### src/design/slid_pkg.sv
// shared types and constants for the sorted list with insert and distance query
// no dependencies
package slid_pkg;

  localparam int DefDepth = 64;
  localparam int ValW     = 32;
  localparam int ActW     = 2;
  localparam int StatW    = 2;
  localparam int DistW    = 7;

  typedef enum logic [ActW-1:0] {
    ACT_APPEND = 2'd0,
    ACT_INSERT = 2'd1,
    ACT_QUERY  = 2'd2
  } action_e;

  typedef enum logic [StatW-1:0] {
    ST_DONE = 2'd0,
    ST_DUP  = 2'd1,
    ST_FULL = 2'd2
  } status_e;

  typedef struct packed {
    logic load;
    logic shift;
  } cell_cmd_t;

endpackage

### src/design/slid_locate.sv
// prefix and suffix scans over the cell flags: insert place, first and last match
// depends on slid_pkg
module slid_locate import slid_pkg::*; #(
  parameter int DEPTH = DefDepth,
  localparam int IdxW = $clog2(DEPTH)
) (
  input  logic [DEPTH-1:0] gt_i,
  input  logic [DEPTH-1:0] eq_i,
  input  logic [DEPTH-1:0] occ_i,
  input  logic [DEPTH-1:0] tail_i,
  output logic [DEPTH-1:0] ins_load_o,
  output logic [DEPTH-1:0] ins_shift_o,
  output logic             hit_o,
  output logic [IdxW-1:0]  first_idx_o,
  output logic [IdxW-1:0]  last_idx_o
);

  logic [DEPTH-1:0] pre_gt, pre_eq, suf_eq, first_gt, first_eq, last_eq;

  always_comb begin
    pre_gt = gt_i;
    pre_eq = eq_i;
    suf_eq = eq_i;
    for (int s = 1; s < DEPTH; s = s * 2) begin
      pre_gt = pre_gt | (pre_gt << s);
      pre_eq = pre_eq | (pre_eq << s);
      suf_eq = suf_eq | (suf_eq >> s);
    end
  end

  assign first_gt = gt_i & ~(pre_gt << 1);
  assign first_eq = eq_i & ~(pre_eq << 1);
  assign last_eq  = eq_i & ~(suf_eq >> 1);
  assign hit_o    = pre_eq[DEPTH-1];

  assign ins_load_o  = first_gt | ({DEPTH{~pre_gt[DEPTH-1]}} & tail_i);
  assign ins_shift_o = (pre_gt << 1) & (occ_i | tail_i);

  always_comb begin
    first_idx_o = '0;
    last_idx_o  = '0;
    for (int i = 0; i < DEPTH; i++) begin
      first_idx_o = first_idx_o | (first_eq[i] ? IdxW'(i) : '0);
      last_idx_o  = last_idx_o  | (last_eq[i]  ? IdxW'(i) : '0);
    end
  end

endmodule

### config.mk
export PLATFORM = sky130hd
export DESIGN_NAME = slid_locate
export DESIGN_NICKNAME = d
export VERILOG_FILES = /design/src/design/slid_pkg.sv /design/src/design/slid_locate.sv
export SDC_FILE = /design/constraint.sdc
export NUM_CORES = 1
export LEC_CHECK = 0
export ABC_AREA = 0
export ABC_CLOCK_PERIOD_IN_PS = 2400
export BUFFER_PORTS_ARGS = -buffer_cell sky130_fd_sc_hd__buf_4
export CAP_MARGIN = 20
export CORE_AREA = 2 2 153 155
export DETAILED_ROUTE_END_ITERATION = 8
export DIE_AREA = 0 0 155 157
export PLACE_DENSITY = 0.48
export SLEW_MARGIN = 25
export SYNTH_ARGS = -nofsm -noshare
export SYNTH_HDL_FRONTEND = slang
export SYNTH_SLANG_ARGS = --single-unit
### constraint.sdc
create_clock -name vclk -period 2.4
set_input_delay 0 -clock vclk [all_inputs]
set_output_delay 0 -clock vclk [all_outputs]
set_load 0.01 [all_outputs]
==> results.md <==
Run status:
- The run finished with clean final reports.

Routing:
- The total routed wire length on the met1 layer is 16.00 mm.
- Summed over all nets, wire length on met3 after detailed routing comes to 4.053 mm.
- The first TritonRoute pass finished after 5 iterations.
- The antenna violation net count after detailed routing is 0.
- The average vias per placed instance is 5.759.
- The DRC violation total after the first TritonRoute iteration is ~860.
- The post-route DRC violation count is 0.
- After detailed routing, the met2 layer carries ~19 mm of wire.
- After detailed routing, the total wire length is 40.62 mm.
- The final route contains 8892 vias.
- The highest layer touched by signal routing is met5.
- The mean routed wirelength per cell is 26.31 um.

Critical path:
- The required time of the critical path is 2.40 ns.
- The family with the most delay on the worst path is simple AND/OR/NAND/NOR gates.
- STA puts the critical path data arrival time at 2.33 ns.
- The critical-path cell with the highest stage delay is nor4_2.
- STA classifies the critical path endpoint as a primary output.
- The worst setup path is launched from a primary input.
- The most used cell along the critical path is buf_4.
- The critical path goes through buf_4 > nor4_2 > buf_4 > nand4_1 > buf_4 > buf_4 > buf_4 > nor2_1 > a32oi_1 > and3_1 > nand4_1 > buf_4.
- The critical-path maximum fanout is 8.
- For this run, the slowest stage of the critical path takes roughly 0.44 ns.
- The category of the most critical setup path is primary input to primary output.
- The buffering stage count on the worst path with inverters included is 6.

Synthesis:
- The post-synthesis cell area is 4583 um^2.
- The post-synthesis net count is 1019.
- Synthesis produced roughly 760 cells.
- After synthesis, the mean cell area works out to roughly 6 um^2.
- The unique cell type count in the Yosys netlist is 72.
- During synthesis, Yosys emitted a total of 0 warnings.
- The register area share after synthesis is 0%.

Cells and area:
- Registers take 0 um^2.
- The number of clock buffers in the layout is 0.
- Of the cells placed in the final design, the portion with a size suffix greater than 1 is between 40% and 50%.
- Once layout is complete, the cells apart from fillers number 1544.
- The antenna diode instance count is 0.
- The layout overhead on the synthesized area is 93.69%.
- The fill cell instance count of the final layout is between 2000 and 3000.
- The net count reported at finish is 1517.
- In the finished design the tool counted flip-flops and latches totalling 0.

Timing:
- Setup repair after global routing left no endpoint under its margin.
- The tightest hold path in the finished design has a slack of approximately 0.28 ns.
- The timing-limited maximum frequency is ~430 MHz.
- Summed over all failing endpoints, the final setup total negative slack is 0 ns.
- The relative slew slack is between 50% and 60%.
- The slew of the pin with the lowest slew margin is 0.7300 ns.
- The final setup violation count is 0.
- The minimum clock period is 2.329 ns.
- The total count of max-transition violations in the final report was 0.
- The count of endpoints failing hold in the final timing report is 0.
- The worst path uses 97.05% of the clock period.

Die:
- The area enclosed by the die boundary is 24340 um^2.
- In this run the vertical extent of the chip is 157 um.
- The count of boundary I/O pins is 397.
- The total area inside the core boundary comes to 22500 um^2.
- The number of cell rows is 55.
- The initial utilization of the core area, before any placement, comes to just over 20%.
- The die width is 155 um.

Placement:
- The estimated wirelength of the detail-placed design is 36.01 mm.
- At the end of routability-driven placement, the weighted congestion stood at approximately 1.0.
- Including well taps, the total number of placed cells is around 1500.
- Input and output buffers added on the ports amount to a little under 400.

Clock network:
- For this design, the CTS-stage hold fixing added 0 buffers.

Global route:
- The via count of the first global-routing pass was 8506.
- The first global-routing pass estimated 56.80 mm of wire.
- The number of antenna violations at the first check in global routing came to 1.
- Summed over all layers, the global routing overflow is 0.
- Entering global routing, the biggest net connects 33 pins.
- Global routing used 31.37% of the available tracks across all layers.

Pwr:
- Per report_power, the sequential group accounts for 0% of the total.
- The clock group share of total power is 0%.
- The internal portion of the total power is 484.1 uW.
- The analysis attributes to net switching a power of 515.7 uW.
- VDD sags by at most 0.06681 mV.
- Net switching is just over 50% of the power.
- The leakage power is about 0.0039 uW.
- The share of total power dissipated in combinational logic is 100.0%.
- Dividing total power by cell area gives a power density of between 100 and 150 nW/um^2.

Job:
- Max-cap violations in this run came to 0.

Min path:
- In this run the worst hold path is classified as primary input to primary output.
## cells in the mapped netlist (16+ instances only)
master    number  area, um^2
nor2_1       164       615.6
nor4_1        58       362.9
nor3_1        54       270.3
nand2_1       42       157.7
nand4_1       35       219.0
a22o_1        33       289.0
a21oi_1       32       160.2
nand3_1       32       160.2
inv_1         23       86.33
clkbuf_1      20       75.07
and3_1        18       112.6
or3_1         18       112.6
a32o_1        17       170.2
buf_2         16       80.08
## per-layer routing
layer | global-route usage (%) | vias to the layer above
li1 | - | 4045
met1 | 39.20 | 4250
met2 | 53.12 | 505
met3 | 7.241 | 90
met4 | 10.45 | 2
met5 | 0 | -
## what timing repair did
| item | in CTS | in global routing |
|---|---|---|
| setup endpoints to repair | 5 | 15 |
| gates resized for setup | 2 | 10 |
| buffers inserted | 0 | 1 |
| pin swaps | 0 | 2 |
## placed cells by master (no fill, tap or decap), types with 4 or more instances in the layout
| cell type | count |
|---|---|
| a31oi_1 | 12 |
| nor4b_1 | 9 |
| nand2b_1 | 7 |
| o21a_1 | 4 |
| and2_1 | 8 |
| a21oi_1 | 32 |
| nor3_1 | 52 |
| o2bb2ai_1 | 11 |
| nor4_2 | 20 |
| o211ai_1 | 4 |
| nor4_1 | 51 |
| a22o_1 | 33 |
| a32oi_1 | 4 |
| o21ai_0 | 8 |
| buf_4 | 533 |
| and4_1 | 5 |
| nor3b_1 | 4 |
| a22oi_1 | 4 |
| a41oi_1 | 4 |
| nand3_1 | 31 |
| a32o_1 | 17 |
| a2111oi_0 | 6 |
| a21o_1 | 5 |
| nand4_1 | 35 |
| inv_1 | 23 |
| nand4b_1 | 6 |
| nor2_1 | 164 |
| or3_1 | 18 |
| or4_1 | 13 |
| and3_1 | 18 |
| nand2_1 | 42 |
## stage by stage
stage / utilization (%) / total power [uW] / setup WS, ns / area [um^2]
after floorplan: - / 258.7 / 0.4870 / 4583
after global placement: 39.11 / 974.9 / -0.1311 / 8801
after detailed placement: 39.11 / 973.3 / -0.06425 / 8801
after CTS: 39.17 / 978.6 / 0.01114 / 8813
after global routing: 39.45 / 1053 / 0.002856 / 8877
final: 39.45 / 999.8 / 0.07082 / 8877
## final cells by class
| type | count | area (um^2) | area share, % |
|---|---|---|---|
| inverter | 23 | 86.33 | 0.9725 |
| multi-input combinational | 699 | 4362 | 49.13 |
| timing repair buffer | 537 | 4073 | 45.88 |
| tap | 285 | 356.6 | 4.017 |
## tightest hold or removal path: cells and delay by family
kind / cells / cell delay [ns]
compound gates: 1 / 0.09
buf+inv: 2 / 0.19
## final timing paths
path	startpoint	to	slack, ns	depth (start not counted)
min	occ_i[51]	ins_shift_o[51]	0.28	3
max	eq_i[12]	first_idx_o[5]	0.07	12
## power groups by stage
stage | sequential [uW] | combinational, uW | clock (uW)
2_1_floorplan | 0 | 259 | 0
3_3_place_gp | 0 | 975 | 0
3_5_place_dp | 0 | 973 | 0
4_1_cts | 0 | 979 | 0
5_1_grt | 0 | 1050 | 0
6_report | 0 | 1000 | 0
## cell families after synthesis
| group | Yosys count | share of synthesized area, % |
|---|---|---|
| other cells | 1 | 0.08182 |
| compound gates | 176 | 29.73 |
| simple gates | 522 | 63.94 |
| buf+inv | 64 | 6.252 |
(Power assumes the default switching activity.)
