===== src/design/slid_pkg.sv =====
// shared types and constants for the sorted list with insert and distance query
// no dependencies
package slid_pkg;

  localparam int DefDepth = 64;
  localparam int ValW     = 32;
  localparam int ActW     = 2;
  localparam int StatW    = 2;
  localparam int DistW    = 7;

  typedef enum logic [ActW-1:0] {
    ACT_APPEND = 2'd0,
    ACT_INSERT = 2'd1,
    ACT_QUERY  = 2'd2
  } action_e;

  typedef enum logic [StatW-1:0] {
    ST_DONE = 2'd0,
    ST_DUP  = 2'd1,
    ST_FULL = 2'd2
  } status_e;

  typedef struct packed {
    logic load;
    logic shift;
  } cell_cmd_t;

endpackage


===== src/design/slid_cell.sv =====
// one list cell: holds a value, compares it with the broadcast key, loads or shifts
// depends on slid_pkg
module slid_cell import slid_pkg::*; (
  input  logic                   clk_i,
  input  logic                   occ_i,
  input  logic signed [ValW-1:0] key_i,
  input  logic signed [ValW-1:0] left_i,
  input  cell_cmd_t              cmd_i,
  output logic signed [ValW-1:0] data_o,
  output logic                   eq_o,
  output logic                   gt_o
);

  logic signed [ValW-1:0] data_q, data_d;

  assign eq_o   = occ_i && (data_q == key_i);
  assign gt_o   = occ_i && (data_q > key_i);
  assign data_o = data_q;

  always_comb begin
    data_d = data_q;
    if (cmd_i.load) begin
      data_d = key_i;
    end else if (cmd_i.shift) begin
      data_d = left_i;
    end
  end

  always_ff @(posedge clk_i) begin
    data_q <= data_d;
  end

endmodule


===== config.mk =====
export PLATFORM = sky130hd
export DESIGN_NAME = slid_cell
export DESIGN_NICKNAME = d
export VERILOG_FILES = /design/src/design/slid_pkg.sv /design/src/design/slid_cell.sv
export SDC_FILE = /design/constraint.sdc
export NUM_CORES = 1
export LEC_CHECK = 0
export BUFFER_PORTS_ARGS = -buffer_cell sky130_fd_sc_hd__buf_2
export CAP_MARGIN = 20
export CORE_MARGIN = 2
export CORE_UTILIZATION = 47
export DETAILED_ROUTE_END_ITERATION = 7
export GPL_ROUTABILITY_DRIVEN = 0
export PLACE_DENSITY = 0.81
export SLEW_MARGIN = 10
export SYNTH_ARGS = -nofsm -noshare
export SYNTH_HDL_FRONTEND = slang
export SYNTH_SLANG_ARGS = --single-unit

===== constraint.sdc =====
create_clock -name clk_i -period 2.39 [get_ports clk_i]
set_input_delay 0.1195 -clock clk_i [delete_from_list [all_inputs] [get_ports clk_i]]
set_output_delay 0.1195 -clock clk_i [all_outputs]
set_load 0.1 [all_outputs]

==> flow_summary.toml, run 1 <==
[yosys]
synth_cells = 186
synth_nets = 286
synth-edff-count = 32
ys_top_cells_by_count = "inv_1 (33), edfxtp_1 (32), ha_1 (32)"
netlist.area_leader.share_pct = 44.06
syn_area_per_cell_um2 = 11.72
syn-cell-area_mm2 = 0.002181
yosysTopAreaCell = "edfxtp_1"
synth-seq-cells = 32
yosys_warnings = 0
async_flop_share_pct = 0
synth_area_leaders = "edfxtp_1 (44%), ha_1 (18%), mux2_1 (8.8%)"
yosysMostFrequentCell = "inv_1"
yosysUniqueCellTypes = 27
ys.flop_type = "edfxtp_1"
ys_seq_area_share_pct = 44.06

[worst_hold_path]
hold_path_class = "primary input to flop"

[placed_design]
hpwlAfterDp_mm = 3.912
port_buffers = 101
dp.cells = 337

[finish]
antenna_cells = 0
final_util_pct = 68.99
nNetsFinal = 395
drive_gt1_share_pct = 48.31
final_cells = 348
synthToLayoutAreaGrowth_pct = 39.64
largest_reg_flops = 32

[timing]
worst_pin_slew_ns = 0.5046
post-route-min-period_ns = 2.537
relSlewSlack_pct = 66.59
hold_violations = 0
slew_viol_final = 0
fin_ws_ns = -0.1474
rsz0062_at_grt = "true"
setup_viol = 1
period_share_pct = 106.2
max_freq_mhz = 394.1
setup_tns_ns = -0.1474

[run_status]
violations = "negative setup slack"
outcome = "finished, violations left"

[detailed_routing]
first_iter_violations = 43
wl_met2_mm = 2.406
detail_route.wl_per_cell_um = 14.09
dr_wl_met3_um = 410
drc = 0
drtAntennaViolNets = 0
viasPerCell = 5.158
vias = 1795
wl_mm = 4.904
wl_met1_mm = 2.047
top_layer_used = "met4"
drt_first_pass_iters = 4

[flow_run]
drv_cap = 0

[floorplan]
dieArea_mm2 = 0.005201
rows = 24
core-area_mm2 = 0.004414
start_util_pct = 49.40
ioPinCount = 102
die_h_um = 72.12
die_w_um = 72.12

[setup_path]
crit_arrival_ns = 2.42
cp_cell_sequence = "ha_4 > nand4_1 > nor4_4 > a21boi_2 > o31ai_2 > nand2_1 > mux2i_4 > buf_12"
critical_path_class = "flop to output pin"
cp-start-kind = "flop"
cpMaxStageDelayCell = "edfxtp_1"
critPathTopFamily = "simple AND/OR/NAND/NOR gates"
critPathBufInv = 1
worstPathRequired_ns = 2.27
max_stage_delay_ns = 0.44
cp_max_fo = 3
cp-end-kind = "output pin"

[grt]
antenna_found_initial = 0
grt_pass1_vias = 1894
grt_max_degree = 33
overflow = 0
grt_first_pass_wirelength_mm = 7.969
grt_usage_pct = 19.71

[power]
p_leak_nw = 1.478
pwr_density_cell_mw_per_mm2 = 667.8
vdd_drop_max_mv = 0.3818

[clock_network]
cts-htree-levels = 2
cts_tree = "done"
clkTransAtPathRegs_ns = 0.06
root_buffer = "clkbuf_8"
cts_hold_buf = 0
ctsLongestPathBuffers = 2
cts.sinks = 32
cts-buffers-inserted = 5
## final cells by class
type	count	area [um2]
Multi-Input combinational cell	117	1242
Clock inverter	1	3.754
Timing Repair Buffer	106	573.1
Tap cell	52	65.06
Inverter	33	123.9
Sequential cell	32	960.9
Fill cell	339	1369
Clock buffer	7	76.32
## timing repair
item	4_1_cts	5_1_grt
setup buffers	1	2
gates cloned	0	0
pin swaps	3	3
gates resized for setup	3	4
endpoints found under the setup margin	1	1
## worst paths after layout
| check | cells after the start | end | start | slack, ns |
|---|---|---|---|---|
| worst max-delay path | 8 | gt_o | data_o[14] | -0.15 |
| worst min-delay path | 2 | data_o[0] | left_i[0] | 0.12 |
## cells in the final DEF (no fill, tap or decap), types with 3 or more instances in the layout
cell type	instances
mux2_1	17
ha_1	24
nand4_1	4
buf_2	99
inv_1	33
buf_4	5
nor2_1	3
a21oi_1	10
nand3_1	5
a21o_1	3
mux2_2	15
nand2_1	7
clkbuf_8	5
edfxtp_1	32
ha_4	8
## cell families (layout without fill, tap and decap cells)
kind of cell,Yosys count,after routing,share of synthesized area (%)
muxes,33,33,16.98
buffers and inverters,37,147,6.368
and+or+nand+nor,29,29,7.000
adders and majority gates,32,32,18.36
DFF,32,32,44.06
AOI/OAI and AO/OA,23,23,7.229
## stage by stage
step | cell area, um2 | hold slack [ns] | setup slack, ns | total power [mW]
finish | 3045 | 0.1202 | -0.1474 | 2.034
global route | 3045 | 0.1162 | -0.2888 | 2.129
CTS | 3000 | 0.1165 | -0.1501 | 2.041
detailed placement | 2875 | 0.4047 | 0.1358 | 1.627
global placement | 2875 | 0.3999 | 0.1785 | 1.607
floorplan | 2275 | 0.3204 | -0.6406 | 1.434
## routing by layer
layer | GRT usage [%] | vias up
met5 | 0 | -
met4 | 5.451 | 0
met3 | 6.806 | 7
met2 | 34.56 | 73
met1 | 22.84 | 821
li1 | - | 894
## report_power, final
group | internal (mW) | switching (mW) | total, mW
clock network | 0.203 | 0.192 | 0.394
logic | 0.243 | 0.664 | 0.907
registers | 0.692 | 0.0400 | 0.732
(Power assumes the default switching activity.)
==> run 2, diff against run 1 <==
- RECOVER_POWER: unset -> 100
- SLEW_MARGIN: 10 -> 20
==> run 2 against run 1 <==
  * The flow still finishes with violations (negative setup slack)
  * Setup slack better by 0.0021 ns
  * Maximum frequency about the same
  * Flip-flop and latch count unchanged
  * Final area shrank 1.5%
  * Combinational power shrank 2%
  * Wire length barely moved
  * Die area stayed put
  * Clock power about the same
  * Critical endpoint unchanged
==> flow_summary.toml, run 2 (synthesis gave the netlist of run 1 again) <==
[run_status]
outcome = "finished, violations left"
violations = "negative setup slack"

[timing]
holdWs_ns = 0.1195
setup_viol = 1
worst_pin_slew_ns = 1.210
hold_violations = 0
rsz0062_at_grt = "true"
fin_ws_ns = -0.1453
slew_viol_final = 0
period_share_pct = 106.1
max_freq_mhz = 394.4
post-route-min-period_ns = 2.535
relSlewSlack_pct = 19.69

[finish]
antenna_cells = 0
layout_commonest_cell = "buf_2"
largest_reg_flops = 32
layout_common_cells = "buf_2 (67), clkbuf_1 (35), inv_1 (33)"
nNetsFinal = 395
synthToLayoutAreaGrowth_pct = 37.52
drive_gt1_share_pct = 36.82

[grt]
grt_pass1_vias = 1894
overflow = 0
grt_first_pass_wirelength_mm = 7.969
grt_max_degree = 33
grt_usage_pct = 19.71
antenna_found_initial = 0

[power]
p_leak_nw = 1.386
vdd_drop_max_mv = 0.3800
total_power_mw = 2.017
pwr_density_cell_mw_per_mm2 = 672.6

[setup_path]
critical_path_class = "flop to output pin"
worstPathRequired_ns = 2.27
cp_max_fo = 3
cp-end-kind = "output pin"
cp_cell_sequence = "ha_4 > nand4_1 > nor4_4 > a21boi_2 > o31ai_2 > nand2_1 > mux2i_4 > buf_12"
max_stage_delay_ns = 0.44
cpMaxStageDelayCell = "edfxtp_1"
crit_arrival_ns = 2.42
cp-start-kind = "flop"

[clock_network]
cts-buffers-inserted = 5
cts.sinks = 32
cts-htree-levels = 2
ctsLongestPathBuffers = 2
root_buffer = "clkbuf_8"
cts_tree = "done"
clkTransAtPathRegs_ns = 0.06

[floorplan]
ioPinCount = 102
start_util_pct = 49.40
die_h_um = 72.12
rows = 24
dieArea_mm2 = 0.005201
core-area_mm2 = 0.004414
die_w_um = 72.12

[worst_hold_path]
min_to = "data_o[0]"
hold_path_class = "primary input to flop"
hold_depth = 2
holdCritStartpoint = "left_i[0]"

[detailed_routing]
drc = 0
first_iter_violations = 47
viasPerCell = 5.161
drtAntennaViolNets = 0
wl_mm = 4.902
detail_route.wl_per_cell_um = 14.09
drt_first_pass_iters = 4
vias = 1796

[flow_run]
drv_cap = 0

[placed_design]
port_buffers = 101
hpwlAfterDp_mm = 3.912
run 2: where the power goes:
group	switching [mW]	internal, mW
clock network	0.192	0.203
logic	0.664	0.225
registers	0.0409	0.693
total	0.897	1.12
run 2: critical path: cells and delay by family (launching register included):
kind                       cells  cell delay (ns)
AOI/OAI and AO/OA              2             0.28
adders and majority gates      1             0.30
and+or+nand+nor                3             0.65
muxes                          1             0.26
buffers and inverters          1             0.19
DFF                            1             0.44
run 2: what timing repair did:
| item | in CTS | in global routing |
|---|---|---|
| setup endpoints to repair | 1 | 1 |
| gates resized for setup | 3 | 4 |
| pin swaps | 3 | 3 |
| endpoints found under the hold margin | 0 | 0 |
| setup buffers | 1 | 2 |
| hold buffers | 0 | 0 |
| gates cloned | 0 | 0 |
run 2: how the worst max path moves through the flow:
| stage | cells after the start | end | slack [ns] | start |
|---|---|---|---|---|
| 6_report | 8 | gt_o | -0.15 | data_o[14] |
| 5_1_grt | 8 | gt_o | -0.29 | data_o[14] |
| 4_1_cts | 7 | gt_o | -0.15 | data_o[20] |
| 3_5_place_dp | 7 | gt_o | 0.14 | data_o[23] |
| 3_3_place_gp | 7 | gt_o | 0.18 | data_o[23] |
| 2_1_floorplan | 6 | gt_o | -0.64 | data_o[23] |
run 2: routing by layer:
metal	global-route usage, %	vias up	share of wire (%)
li1	-	894	-
met1	22.84	818	42
met2	34.56	77	49
met3	6.806	7	8.4
met4	5.451	0	0.75
met5	0	-	0
run 2: cell type report:
| cell class | instances | area (um2) |
|---|---|---|
| Clock buffer | 7 | 76.32 |
| Clock inverter | 1 | 3.754 |
| Fill cell | 352 | 1415 |
| Inverter | 33 | 123.9 |
| Multi-Input combinational cell | 117 | 1242 |
| Sequential cell | 32 | 960.9 |
| Tap cell | 52 | 65.06 |
| Timing Repair Buffer | 106 | 526.8 |
run 2: metrics by stage:
stage / setup WS [ns] / std cells / cell area, um2 / utilization (%) / TNS, ns
after detailed placement: 0.1358 / 337 / 2875 / 65.14 / 0
final: -0.1453 / 348 / 2999 / 67.94 / -0.1453
after global routing: -0.2888 / 348 / 2999 / 67.94 / -0.2888
after floorplan: -0.6406 / 186 / 2275 / - / -0.6946
after CTS: -0.1501 / 346 / 3000 / 67.97 / -0.1501
after global placement: 0.1785 / 337 / 2875 / 65.14 / 0
==> run 3, diff against run 2 <==
- PLACE_DENSITY: 0.81 -> unset
- PLACE_DENSITY_LB_ADDON: unset -> 0.2
==> run 3 against run 2 <==
  * The flow still finishes with violations (negative setup slack)
  * Hold slack better by 0.0038 ns
  * Global-route usage shrank 1.2 points
  * Critical path type unchanged
  * Setup slack better by 0.0057 ns
  * Largest power group unchanged
  * Clock-buffer cell count is the same
  * Via count is 4.0% lower
  * Final area down 2.0%
==> flow_summary.toml, run 3 (synthesis gave the netlist of run 1 again) <==
[run_status]
outcome = "finished, violations left"
violations = "negative setup slack"

[timing]
slew_viol_final = 0
rsz0062_at_grt = "true"
setup_viol = 1
max_freq_mhz = 395.3
relSlewSlack_pct = 21.46
post-route-min-period_ns = 2.530
period_share_pct = 105.8
hold_violations = 0
fin_ws_ns = -0.1396
worst_pin_slew_ns = 1.183

[clock_network]
ctsLongestPathBuffers = 2
root_buffer = "clkbuf_8"
cts.sinks = 32
cts_hold_buf = 0
cts_tree = "done"
post_cts_buffers = 0
clkTransAtPathRegs_ns = 0.07
cts-buffers-inserted = 5
cts-htree-levels = 2

[finish]
nNetsFinal = 392
drive_gt1_share_pct = 35.49
layout_common_cells = "buf_2 (67), clkbuf_1 (35), inv_1 (33)"
antenna_cells = 0
layout_commonest_cell = "buf_2"
fin_area_mm2 = 0.002938
synthToLayoutAreaGrowth_pct = 34.71
final_cells = 345
largest_reg_flops = 32

[detailed_routing]
first_iter_violations = 37
wl_met2_mm = 2.277
dr_wl_met3_um = 344
detail_route.wl_per_cell_um = 13.35
drt_first_pass_iters = 4
viasPerCell = 4.997
top_layer_used = "met4"
vias = 1724
wl_met1_mm = 1.963
drc = 0
wl_mm = 4.605
drtAntennaViolNets = 0

[setup_path]
critical_path_class = "flop to output pin"
cp-end-kind = "output pin"
setup.worst_path.start = "data_o[19]"
cp-start-kind = "flop"
crit_arrival_ns = 2.41
cp_max_fo = 2
crit_end = "gt_o"
worstPathRequired_ns = 2.27

[placed_design]
dpl_cell_area_mm2 = 0.002875
dp.cells = 337
hpwlAfterDp_mm = 3.694
port_buffers = 101

[power]
pwr_density_cell_mw_per_mm2 = 677.7
vdd_drop_max_mv = 0.4561
p_leak_nw = 1.370

[worst_hold_path]
holdCritStartpoint = "left_i[3]"
hold_path_class = "primary input to flop"

[grt]
overflow = 0
grt_max_degree = 33
grt_first_pass_wirelength_mm = 7.348
grt_usage_pct = 18.52
antenna_found_initial = 0
grt_pass1_vias = 1712

[floorplan]
core-area_mm2 = 0.004414
rows = 24
die_h_um = 72.12
die_w_um = 72.12
dieArea_mm2 = 0.005201
ioPinCount = 102
start_util_pct = 49.40

[flow_run]
drv_cap = 0
run 3: critical path: stages, from the launching register on:
cell       delay, ns
edfxtp_1        0.43
ha_4            0.24
a21oi_2         0.14
o21ai_1         0.08
a221o_1         0.39
a2111oi_4       0.33
nand2_2         0.12
mux2i_4         0.20
buf_12          0.20
run 3: area by class of cell:
cell class                      count  area (um2)
Clock buffer                        7       76.32
Sequential cell                    32       960.9
Inverter                           33       123.9
Timing Repair Buffer              103       504.2
Clock inverter                      1       3.754
Multi-Input combinational cell    117        1204
Tap cell                           52       65.06
Fill cell                         373        1476
run 3: worst min-delay path by stage:
| stage | to | slack [ns] | depth (start not counted) |
|---|---|---|---|
| floorplan | data_o[0] | 0.32 | 1 |
| detailed placement | data_o[26] | 0.41 | 2 |
| global placement | data_o[3] | 0.40 | 2 |
| CTS | data_o[26] | 0.11 | 2 |
| finish | data_o[3] | 0.12 | 2 |
| global route | data_o[27] | 0.11 | 2 |
run 3: timing repair:
| item | CTS | global route |
|---|---|---|
| resized for setup | 1 | 3 |
| pin swaps | 1 | 1 |
| endpoints found under the setup margin | 1 | 1 |
| endpoints found under the hold margin | 0 | 0 |
run 3: where the power goes:
part	switching (mW)	leakage [nW]	internal [mW]
Clock	0.187	0.0399	0.203
Combinational	0.657	1.00	0.214
Sequential	0.0373	0.326	0.693
Total	0.882	1.37	1.11
run 3: layer usage:
metal / vias up / GRT usage (%)
met5: - / 0
met4: 0 / 3.983
met3: 2 / 7.083
met2: 57 / 32.62
met1: 770 / 21.36
li1: 895 / -
run 3: through the flow:
| step | setup TNS [ns] | power [mW] | util (%) | worst slack [ns] | hold WS [ns] |
|---|---|---|---|---|---|
| after floorplan | -0.6946 | 1.434 | - | -0.6406 | 0.3204 |
| after global placement | 0 | 1.611 | 65.14 | 0.1678 | 0.3996 |
| after detailed placement | 0 | 1.623 | 65.14 | 0.1208 | 0.4052 |
| after CTS | -0.1638 | 2.029 | 67.23 | -0.1638 | 0.1098 |
| after global routing | -0.2598 | 2.101 | 66.55 | -0.2501 | 0.1073 |
| final | -0.1396 | 1.991 | 66.55 | -0.1396 | 0.1233 |
